**config.mk**
```make
export PLATFORM = sky130hd
export DESIGN_NAME = dhoat_mod_unit
export DESIGN_NICKNAME = d
export VERILOG_FILES = /design/src/hdl/dhoat_pkg.sv /design/src/hdl/dhoat_mod_unit.sv
export SDC_FILE = /design/constraint.sdc
export NUM_CORES = 1
export LEC_CHECK = 0
export ABC_CLOCK_PERIOD_IN_PS = 10100
export BUFFER_PORTS_ARGS = -buffer_cell sky130_fd_sc_hd__buf_2
export CORE_MARGIN = 2
export CORE_UTILIZATION = 42
export CTS_CLUSTER_SIZE = 14
export DETAILED_ROUTE_END_ITERATION = 10
export PLACE_DENSITY = 0.71
export SYNTH_ARGS = -nofsm -noshare
export SYNTH_HDL_FRONTEND = slang
export SYNTH_SLANG_ARGS = --single-unit
export TNS_END_PERCENT = 50
```
**constraint.sdc**
```tcl
create_clock -name clock -period 10.1 [get_ports clock]
set_clock_uncertainty 0.1 [all_clocks]
set_input_delay 1.515 -clock clock [delete_from_list [all_inputs] [get_ports clock]]
set_output_delay 1.515 -clock clock [all_outputs]
set_load 0.1 [all_outputs]
```
**src/hdl/dhoat_pkg.sv**
```systemverilog
`timescale 1ns / 1ps
// Shared types and constants of the double-hashing open-address table.
// No dependencies; used by dhoat_mod_unit, the top level and the testbench files.
package dhoat_pkg;

   localparam int KEY_W     = 31;
   localparam int OP_W      = 2;
   localparam int SIZE_W    = 11;
   localparam int INDEX_W   = 10;
   localparam int SLOT_W    = 2;
   localparam int ENTRY_W   = SLOT_W + KEY_W;
   localparam int DIVD_W    = KEY_W + 1;
   localparam int MOD_STEPS = DIVD_W / 2;
   localparam int MOD_CNT_W = $clog2(MOD_STEPS);
   localparam int SIZE_MIN  = 2;
   localparam int SIZE_RST  = 1024;

   localparam logic [OP_W-1:0] OP_INSERT = 2'd0;
   localparam logic [OP_W-1:0] OP_SEARCH = 2'd1;
   localparam logic [OP_W-1:0] OP_REMOVE = 2'd2;

   localparam logic [SLOT_W-1:0] SLOT_EMPTY    = 2'd0;
   localparam logic [SLOT_W-1:0] SLOT_OCCUPIED = 2'd1;
   localparam logic [SLOT_W-1:0] SLOT_REMOVED  = 2'd2;

   typedef enum logic [2:0] {
      ST_CLEAR,
      ST_IDLE,
      ST_MOD_POS,
      ST_MOD_STEP,
      ST_READ,
      ST_CHECK,
      ST_FINISH
   } state_type;

   typedef struct packed {
      logic              start;
      logic [KEY_W-1:0]  dividend;
      logic [SIZE_W-1:0] divisor;
   } mod_cmd_type;

   typedef struct packed {
      logic              done;
      logic [SIZE_W-1:0] remainder;
   } mod_rsp_type;

endpackage

```
**src/hdl/dhoat_mod_unit.sv**
```systemverilog
`timescale 1ns / 1ps
// Iterative remainder unit: key mod divisor, two restoring steps per cycle.
// Depends on dhoat_pkg.
module dhoat_mod_unit (
   input  logic                  clock,
   input  logic                  reset,
   input  dhoat_pkg::mod_cmd_type cmd,
   output dhoat_pkg::mod_rsp_type rsp
);

   logic                              busy_ff, busy_in;
   logic                              done_ff, done_in;
   logic [dhoat_pkg::MOD_CNT_W-1:0]   count_ff, count_in;
   logic [dhoat_pkg::DIVD_W-1:0]      dividend_ff, dividend_in;
   logic [dhoat_pkg::SIZE_W-1:0]      divisor_ff, divisor_in;
   logic [dhoat_pkg::SIZE_W-1:0]      rem_ff, rem_in;
   logic [dhoat_pkg::SIZE_W:0]        part_a;
   logic [dhoat_pkg::SIZE_W:0]        part_b;
   logic [dhoat_pkg::SIZE_W-1:0]      rem_a;
   logic [dhoat_pkg::SIZE_W-1:0]      rem_b;

   always_comb begin
      part_a = {rem_ff, dividend_ff[dhoat_pkg::DIVD_W-1]};
      if (part_a >= {1'b0, divisor_ff}) begin
         part_a = part_a - {1'b0, divisor_ff};
      end
      rem_a  = part_a[dhoat_pkg::SIZE_W-1:0];
      part_b = {rem_a, dividend_ff[dhoat_pkg::DIVD_W-2]};
      if (part_b >= {1'b0, divisor_ff}) begin
         part_b = part_b - {1'b0, divisor_ff};
      end
      rem_b = part_b[dhoat_pkg::SIZE_W-1:0];

      busy_in     = busy_ff;
      done_in     = 1'b0;
      count_in    = count_ff;
      dividend_in = dividend_ff;
      divisor_in  = divisor_ff;
      rem_in      = rem_ff;
      if (cmd.start) begin
         busy_in     = 1'b1;
         count_in    = '0;
         dividend_in = {1'b0, cmd.dividend};
         divisor_in  = cmd.divisor;
         rem_in      = '0;
      end else if (busy_ff) begin
         dividend_in = {dividend_ff[dhoat_pkg::DIVD_W-3:0], 2'b00};
         rem_in      = rem_b;
         count_in    = count_ff + 1'b1;
         if (count_ff == dhoat_pkg::MOD_CNT_W'(dhoat_pkg::MOD_STEPS - 1)) begin
            busy_in = 1'b0;
            done_in = 1'b1;
         end
      end
   end

   always_ff @(posedge clock) begin
      if (reset) begin
         busy_ff  <= 1'b0;
         done_ff  <= 1'b0;
         count_ff <= '0;
      end else begin
         busy_ff  <= busy_in;
         done_ff  <= done_in;
         count_ff <= count_in;
      end
   end

   always_ff @(posedge clock) begin
      dividend_ff <= dividend_in;
      divisor_ff  <= divisor_in;
      rem_ff      <= rem_in;
   end

   assign rsp.done      = done_ff;
   assign rsp.remainder = rem_ff;

endmodule

```
==> metrics.cfg <==
[cts]
cts.sinks=60
cts_inserted_buffers=9
cts_setup_buffers=0
cts_buffer_depth=2
cts-htree-levels=3
hold_buffers=0
cts_resized=0
clk_latency_ps=340
clk_pin_slew_ps=70
cts_tree=done
cts-root-buf=clkbuf_8

[worst_setup_path]
worst_setup_path_end_kind=flop
critPathMaxFanout=15
start_kind=flop
path_class=flop to flop
cp.required_ps=10240
cp.arrival_ps=5290

[route]
antenna_left=0
detail_route.iter0.violations=137
drt_wl_total_um=7640
first_pass_iters=4
wl_per_cell_um=15.4
drc=0
vias=2730
via_per_inst=5.52

[yosys]
ys_types=57
syn_nets=397
yosys.area.top_type_share_pct=34.2
yosysMostFrequentCell=edfxtp_1
ys_warn_count=0
synth_simple_gate_area_share_pct=11.0
ys_ff_latch=60
yosys-top-cells-area=edfxtp_1 34%, dfxtp_1 9.8%, mux2_2 9.5%
synth_xor_area_share_pct=3.33
synthMuxAreaShare_pct=12.6
yosysTopAreaCell=edfxtp_1
synth_area_um2=3680
ys_seq_area_share_pct=44.0
synth_edf_count=42
syn_inst=327
synthFlopType=edfxtp_1
synth_compound_gate_area_share_pct=14.8
synth-adder-area-share_pct=8.90
syn_area_per_cell_um2=11.3
async_flop_share_pct=0
synth_top_family_by_area=compound AO/OA/AOI/OAI gates
ys_top_cells_by_count=42 x edfxtp_1, 31 x mux2_2, 30 x nor2_1

[timing]
hold_viol_final=0
report.final.slew_viol_count=0
timing.final.crit_share_pct=51.0
tightest_slew_ps=1130
rsz0062_at_grt=false
timing.final.crit_period_ps=5150
slew_headroom_pct=24.5
max_freq_mhz=194
finalSetupViolCount=0
tns_ps=0

[status]
status=finished, final reports clean

[layout]
utilization_pct=48.4
syn_to_final_growth_pct=13.0
final_design_area_no_fill_um2=4160
antennaDiodeCount=0
finalNetCount=452
drive_gt1_share_pct=30.2
fillerInstances=822
stdcell_count=495

[floorplanning]
io_pins=57
start_util_pct=42.9
rows=34
die-area_um2=9540
coreArea_um2=8590
die_x_um=97.7
fp.dieH_um=97.7

[pwr]
power_density_nw_per_um2=210
finalPower_uw=874
leakagePower_uw=0.00175
ir_drop_uv=102

[global_routing]
grt_pass1_vias=2726
gr-total-overflow=0
grt_usage_pct=16.9
antenna_found_initial=0
grt_max_degree=59
grt_pass1_wl_um=12900

[placed_design]
gp_congestion=0.950
placed_cells=479
io_buffers=56
dpl_cell_area_um2=3990
dp_hpwl_um=5730

[worst_hold_path]
hold_path.class=flop to flop

[run]
max_cap_viol_count=0

worst max-delay path, stage by stage (launching register included):
cell	delay, ps
edfxtp_1	420
ha_1	230
fa_1	400
nand2b_2	210
a21o_2	230
a211oi_4	380
nand2b_1	530
mux2i_1	300
ha_1	350
a21oi_1	220
nand2_1	120
a221oi_2	360
o211ai_1	150
a211o_1	540
a32o_1	350
a21o_1	150
sequential cells by signal, indices dropped and copies added (netlist names):
| signal | flops |
|---|---|
| dividend_ff | 32 |
| divisor_ff | 11 |
| rem_ff | 11 |
| count_ff | 4 |
| busy_ff | 1 |
| done_ff | 1 |
path summary, 6_finish.rpt:
| path | endpoint | slack [ps] | cells after the start | start |
|---|---|---|---|---|
| min reg2reg | rem_ff[8] | 430 | 2 | rem_ff[8] |
| max | rem_ff[10] | 4950 | 15 | divisor_ff[0] |
| max reg2reg | rem_ff[10] | 4950 | 15 | divisor_ff[0] |
| min | rem_ff[8] | 430 | 2 | rem_ff[8] |
layout by cell type, fill, tap and decap left out, types with 2 or more instances in the layout:
master	n
a211o_1	2
a211oi_1	11
a21o_1	5
a21o_2	2
a21oi_1	17
and2_1	3
buf_2	56
clkbuf_8	9
clkinv_2	2
clkinv_4	3
dfxtp_1	18
edfxtp_1	42
fa_1	2
ha_1	23
inv_1	20
mux2_2	31
mux2i_1	10
nand2_1	6
nand2b_1	4
nand3_1	6
nand4_1	4
nor2_1	30
nor2b_1	2
nor3_1	11
nor3b_1	2
nor4_1	3
o211ai_1	4
o21a_1	3
o21ai_0	11
o311a_1	2
or2_2	2
or3_1	2
xnor2_1	7
xor2_1	7
metrics by stage:
| step | hold slack (ps) | setup slack (ps) |
|---|---|---|
| 3_3_place_gp | 392 | 5160 |
| 3_5_place_dp | 405 | 5020 |
| 5_1_grt | 448 | 4610 |
| 2_1_floorplan | 356 | 5060 |
| 6_report | 426 | 4950 |
| 4_1_cts | 426 | 4980 |
metal layers:
layer | GRT usage, % | wire length, um | vias up
met5 | 0 | 0 | -
met4 | 7.16 | 178 | 0
met3 | 5.18 | 400 | 16
met2 | 27.2 | 3610 | 79
met1 | 21.0 | 3450 | 1301
li1 | - | - | 1334
cell type report:
class                      instances  area [um2]  area share [%]
multi-input combinational        234        1870            44.8
sequential                        60        1620            39.0
timing repair buffer              57         288            6.92
tap                              108         135            3.25
clock buffer                       9         124            2.98
inverter                          20        75.1            1.80
clock inverter                     7        52.6            1.26
cells by family after synthesis:
kind of cell,Yosys count
adders and majority gates,25
muxes,42
and+or+nand+nor,80
AOI/OAI and AO/OA,73
buffers and inverters,33
xor gates and xnor gates,14
DFF,60
report_power, final:
part	internal, uW	switching (uW)	total [uW]
Sequential	292	17.4	309
Combinational	143	230	373
Clock	89.9	101	191
Total	525	349	874
No activity file was read; power rests on OpenSTA's default activity.
