==> config.mk <==
export PLATFORM = sky130hd
export DESIGN_NAME = dhoat_ram
export DESIGN_NICKNAME = d
export VERILOG_FILES = /design/src/hdl/dhoat_ram.sv
export SDC_FILE = /design/constraint.sdc
export NUM_CORES = 1
export LEC_CHECK = 0
export ABC_AREA = 1
export BUFFER_PORTS_ARGS = -buffer_cell sky130_fd_sc_hd__buf_2
export CORE_MARGIN = 3
export CORE_UTILIZATION = 30
export CTS_CLUSTER_DIAMETER = 60
export DETAILED_ROUTE_END_ITERATION = 16
export GPL_ROUTABILITY_DRIVEN = 0
export GPL_TIMING_DRIVEN = 1
export PLACE_DENSITY_LB_ADDON = 0.05
export SLEW_MARGIN = 20
export SYNTH_ARGS = -nofsm -noshare
export SYNTH_HDL_FRONTEND = slang
export SYNTH_SLANG_ARGS = --single-unit
==> constraint.sdc <==
create_clock -name clock -period 1.3 [get_ports clock]
set_input_delay 0.325 -clock clock [delete_from_list [all_inputs] [get_ports clock]]
set_output_delay 0.325 -clock clock [all_outputs]
set_load 0.1 [all_outputs]
==> src/hdl/dhoat_ram.sv <==
`timescale 1ns / 1ps
// Generic single-write, single-read RAM with registered read data.
// No dependencies.
module dhoat_ram #(
   parameter int WIDTH = 8,
   parameter int DEPTH = 16
) (
   input  logic                     clock,
   input  logic                     wr_en,
   input  logic [$clog2(DEPTH)-1:0] wr_addr,
   input  logic [WIDTH-1:0]         wr_data,
   input  logic [$clog2(DEPTH)-1:0] rd_addr,
   output logic [WIDTH-1:0]         rd_data
);

   logic [WIDTH-1:0] mem_ff [DEPTH];
   logic [WIDTH-1:0] rd_data_ff;

   always_ff @(posedge clock) begin
      if (wr_en) begin
         mem_ff[wr_addr] <= wr_data;
      end
      rd_data_ff <= mem_ff[rd_addr];
   end

   assign rd_data = rd_data_ff;

endmodule

==> flow_summary_export.csv, run 1 <==
group,metric,value,unit
clock_tree,root_buffer,"clkbuf_16",
clock_tree,htreeDepth,4,
placement,place_inst,825,
route,avgRoutedWirePerCell,18.2,um
floorplanning,coreArea,18800,um^2
floorplanning,io_pins,26,
power,clkPwrFrac,43.0,%
synth,syn_area_per_cell,10.5,um^2
route,drcViolationCount,0,
synth,synth.most_common_cell,"nand2_1",
power,power_density,1470,nW/um^2
worst_setup_path,startpoint_type,"flip-flop",
synth,syn-instance-count,551,
run,cap_violations,0,
power,internal_power,8.01,mW
placement,io_buffers,25,
synth,synth-edff-count,128,
global_routing,grt_pass1_wl,24100,um
power,ir_worst_vdd,830,uV
global_routing,antenna_found_initial,0,
global_routing,grt_max_degree,34,
worst_setup_path,reg2reg_depth,6,
clock_tree,numCtsBuffers,17,
synth,synthDistinctLibCells,12,
power,leakage,3.08,nW
route,vias,3837,
clock_tree,cts_tree,"done",
placement,dp_hpwl,10400,um
route,viasPerCell,4.48,
sta,period_share,99.3,%
worst_setup_path,cp.required,980,ps
synth,ys.flop_type,"edfxtp_1",
cells_and_area,area_growth,23.4,%
synth,synth_nets,569,
sta,setup_viol,0,
worst_setup_path,crit_slowest_cell,"dfxtp_4",
synth,yosys.area.top_type,"edfxtp_1",
cells_and_area,layoutNonFillerInstCount,857,
worst_setup_path,cp_top_family,"flip-flops",
sta,fin_worst_skew,5.06,ps
global_routing,grt_usage,16.1,%
cells_and_area,diodes,0,
worst_setup_path,end_kind,"primary output",
sta,worstMarginPinSlew,395,ps
clock_tree,holdBufCountCts,0,
cells_and_area,fill_cells,1900,
floorplanning,dieArea,20900,um^2
sta,slew_headroom,73.6,%
clock_tree,cts_setup_buffers,0,
synth,synth_top_area_share,66.7,%
placement,pre_cts_ws,-264,ps
sta,period_needed,1290,ps
floorplanning,initial_core_util,30.7,%
global_routing,first_global_vias,3988,
power,p_sw_share,23.4,%
clock_tree,cts.sinks,136,
worst_hold_path,hold_depth,2,
synth,yosysSeqAreaShare,69.4,%
worst_setup_path,cp_max_fo,1,
clock_tree,cts_buffer_depth,2,
route,routed_wl,15600,um
sta,max_freq,775,MHz
route,drt_iter0_drc,211,
worst_setup_path,crit_cells,1,
synth,netlist_top_cells_area,"edfxtp_1, nand2_1, nand3_1, inv_1, dfxtp_1",
sta,rsz0062_at_grt,"true",
placement,placed_cell_area,6560,um^2
worst_setup_path,crit_path_cell_trace,"buf_12",
power,power.switching,2.45,mW
sta,slew_viol_final,0,
sta,hold_violations,0,
worst_hold_path,min_path_type,"in -> reg",
synth,yosysWarningCount,0,
power,combPwrFrac,9.6,%
global_routing,grt_overflow,0,
sta,hold_ws,293,ps
route,firstDrtPassIters,4,
synth,synth_area,5770,um^2
synth,synthArstFlopShare,0,%
floorplanning,die_h,145,um
worst_setup_path,critPathArrivalTime,970,ps
synth,synth_common_cells,"nand2_1, edfxtp_1, inv_1",
floorplanning,num_rows,50,
power,power.share.sequential,47.4,%
cells_and_area,design_area,7120,um^2
worst_setup_path,crit_path_max_incr_delay,370,ps
cells_and_area,drive_gt1_share,16.1,%
worst_setup_path,path_class,"reg -> out",
worst_setup_path,crit_buf_inv,1,
clock_tree,clk_pin_slew_worst_paths,60,ps
sta,fin_ws,9.23,ps
status,status,"completed",
synth,ys_ff_latch,136,
cells_and_area,nets,628,
route,ant_nets,0,
clock_tree,clk_latency,420,ps
floorplanning,die_w,145,um
-- stage by stage --
step / power, mW / setup TNS [ps] / util, %
after floorplan: 5.57 / 0 / -
after global placement: 6.07 / -3600 / 34.9
after detailed placement: 6.07 / -4010 / 34.9
after CTS: 10.6 / -17.0 / 37.9
after global routing: 10.9 / -42.8 / 37.9
final: 10.5 / 0 / 37.9
-- cell families after synthesis --
| family | Yosys count | synth area share [%] |
|---|---|---|
| buf+inv | 126 | 9.52 |
| flops | 136 | 69.4 |
| simple gates | 289 | 21.0 |
-- metal layers --
metal,global-route usage (%),vias up,routed length (um)
met4,3.58,0,56
met1,23.3,1873,7790
met2,24.6,70,7130
met3,3.94,4,591
li1,-,1890,-
met5,0,-,0
-- sequential cells by signal, indices dropped and copies added, names as in the netlist --
name and count:
mem_ff 128, rd_data 8
-- what timing repair did --
action / CTS / global route
gates cloned: 0 / 0
pin swaps: 0 / 0
gates resized for setup: 7 / 3
endpoints found under the setup margin: 4 / 6
-- power groups by stage --
stage	registers [mW]	logic [mW]	clock network [mW]
global placement	5.05	1.02	0
finish	4.96	1.00	4.50
detailed placement	5.04	1.02	0
CTS	4.96	1.02	4.59
global route	4.97	1.10	4.79
floorplan	5.22	0.346	0
-- area by class of cell --
cell class              count  area, um^2  area share, %
flip-flops and latches    136        4020           56.5
multi-input cells         289        1210           17.1
repair buffers             64         663           9.32
clock buffers              19         433           6.08
inverters                 102         383           5.38
well taps                 234         293           4.11
clock inverters            13         111           1.56
-- final timing paths --
kind / start / to / slack (ps)
worst max-delay path: rd_data[3] / rd_data[3] / 9
worst min-delay path: wr_data[4] / mem_ff[11][4] / 290
worst max register to register: mem_ff[3][7] / rd_data[7] / 230
worst min register to register: mem_ff[10][3] / rd_data[3] / 650
-- cell usage in the layout (no fill, tap or decap), drive strengths merged --
cell / netlist / final
edfxtp: 128 / 128
bufinv: 0 / 2
nand3b: 2 / 2
dfxtp: 8 / 8
buf: 24 / 64
inv: 102 / 102
nor2: 17 / 17
nand2: 173 / 173
clkinv: 0 / 11
nand3: 97 / 97
clkbuf: 0 / 19
Note: power is estimated with default switching activity, not from simulation.
==> inputs of run 2 (changes only) <==
clock period = 1.4 ns   (was 1.3 ns; I/O delays follow)
==> run 2 against run 1 <==
Via count decreased by 0.39%. Critical endpoint is now rd_data[0]. Sequential cell count unchanged. Sequential power decreased by 7.3%. Core utilization decreased by 0.20 points. Final area decreased by 0.53%. Largest cell class unchanged. Combinational power decreased by 7%. Total power decreased by 8.7%. Die area unchanged. Setup slack improved by 54 ps.
==> flow_summary_export.csv, run 2 (same netlist as run 1, synthesis figures left out) <==
group,metric,value,unit
global_routing,grt_overflow,0,
floorplanning,dieArea,20900,um^2
floorplanning,die_h,145,um
floorplanning,io_pins,26,
route,avgRoutedWirePerCell,18.1,um
clock_tree,numCtsBuffers,17,
worst_setup_path,crit_slowest_cell,"dfxtp_1",
worst_setup_path,cp.required,1050,ps
sta,fin_ws,63.0,ps
cells_and_area,area_growth,22.8,%
global_routing,grt_usage,15.8,%
worst_setup_path,crit_buf_inv,1,
cells_and_area,diodes,0,
cells_and_area,nets,625,
sta,rsz0062_at_grt,"false",
cells_and_area,layout_commonest_cell,"nand2_1",
placement,place_inst,822,
route,firstDrtPassIters,5,
route,viasPerCell,4.48,
sta,fin_worst_skew,10.4,ps
cells_and_area,fill_cells,1874,
power,power_density,1350,nW/um^2
sta,worstMarginPinSlew,408,ps
clock_tree,clk_pin_slew_worst_paths,50,ps
cells_and_area,drive_gt1_share,14.7,%
sta,period_share,95.5,%
placement,placed_cell_area,6550,um^2
cells_and_area,seq_area,4010,um^2
route,drcViolationCount,0,
worst_setup_path,end_kind,"primary output",
sta,period_needed,1340,ps
worst_setup_path,crit_path_cell_trace,"buf_12",
sta,slew_viol_final,0,
cells_and_area,final_cell_mix,"nand2_1, edfxtp_1, inv_1",
route,vias,3822,
sta,setup_viol,0,
worst_setup_path,path_class,"reg -> out",
power,ir_worst_vdd,861,uV
cells_and_area,regMostFlops,"mem_ff",
sta,max_freq,748,MHz
status,status,"completed",
clock_tree,cts_setup_buffers,0,
power,power.total,9.56,mW
route,drt_iter0_drc,249,
worst_setup_path,crit_path_max_incr_delay,390,ps
clock_tree,holdBufCountCts,0,
clock_tree,cts.sinks,136,
route,routed_wl,15500,um
floorplanning,initial_core_util,30.7,%
cells_and_area,layoutNonFillerInstCount,854,
worst_hold_path,min_path_type,"in -> reg",
run,cap_violations,0,
clock_tree,htreeDepth,4,
global_routing,first_global_vias,3824,
clock_tree,cts_tree,"done",
cells_and_area,multiInputGateArea,1210,um^2
placement,dp_hpwl,10000,um
floorplanning,coreArea,18800,um^2
placement,io_buffers,25,
worst_setup_path,cp_top_family,"flip-flops",
global_routing,grt_pass1_wl,23600,um
floorplanning,die_w,145,um
route,ant_nets,0,
clock_tree,clk_latency,410,ps
placement,pre_cts_ws,-129,ps
floorplanning,num_rows,50,
clock_tree,cts_buffer_depth,2,
worst_setup_path,startpoint_type,"flip-flop",
sta,hold_violations,0,
global_routing,grt_max_degree,34,
sta,slew_headroom,72.8,%
cells_and_area,design_area,7080,um^2
cells_and_area,largest_reg_flops,128,
power,leakage,3.05,nW
worst_setup_path,cp_max_fo,1,
clock_tree,root_buffer,"clkbuf_16",
sta,hold_ws,321,ps
global_routing,antenna_found_initial,1,
worst_setup_path,critPathArrivalTime,990,ps
[run 2: changes by cell type in the layout (fill, tap and decap cells not counted)]
cell        before  now
clkbuf_1         2    7
clkinv_2         8    3
buf_4           29   25
clkbuf_8         0    4
dfxtp_1          1    5
clkinv_1         3    0
dfxtp_4          3    0
bufinv_16        2    0
buf_12          18   19
clkinvlp_4       0    1
dfxtp_2          4    3
[run 2: timing repair]
item | 4_1_cts | 5_1_grt
endpoints found under the setup margin | 2 | 1
resized for setup | 2 | 1
endpoints found under the hold margin | 0 | 0
[run 2: worst register-to-register path: stages, from the launching register on]
cell      delay, ps
edfxtp_1        370
inv_1            70
nand2_1          40
nand3_1          80
nand3_1         150
nand3_1         180
nand2_1          70
[run 2: final cells by class]
class | count | share of cell area (%)
multi-input cells | 289 | 17.1
flip-flops and latches | 136 | 56.6
clock buffers | 28 | 7.16
well taps | 234 | 4.14
clock inverters | 4 | 0.318
repair buffers | 61 | 9.23
inverters | 102 | 5.41
[run 2: stage by stage]
step	util (%)	setup TNS (ps)
floorplan	-	0
CTS	37.7	0
global placement	34.9	-802
detailed placement	34.9	-798
finish	37.7	0
global route	37.7	0
[run 2: final timing paths]
| check | startpoint | end | slack [ps] | cells after the start |
|---|---|---|---|---|
| min reg2reg | mem_ff[12][5] | rd_data[5] | 670 | 6 |
| max | rd_data[0] | rd_data[0] | 60 | 1 |
| max reg2reg | mem_ff[1][7] | rd_data[7] | 320 | 6 |
| min | wr_data[6] | mem_ff[11][6] | 320 | 2 |
[run 2: report_power, final]
part / switching, mW / internal [mW]
registers: 0.0465 / 4.56
clock network: 1.58 / 2.45
logic: 0.619 / 0.309
total: 2.25 / 7.31
[run 2: routing by layer]
metal | part of all wire, % | up-vias | wire length, um | GRT usage (%)
li1 | - | 1882 | - | -
met1 | 51 | 1855 | 7940 | 23.3
met2 | 44 | 73 | 6860 | 23.7
met3 | 3.4 | 12 | 528 | 3.24
met4 | 1.0 | 0 | 161 | 4.42
met5 | 0 | - | 0 | 0
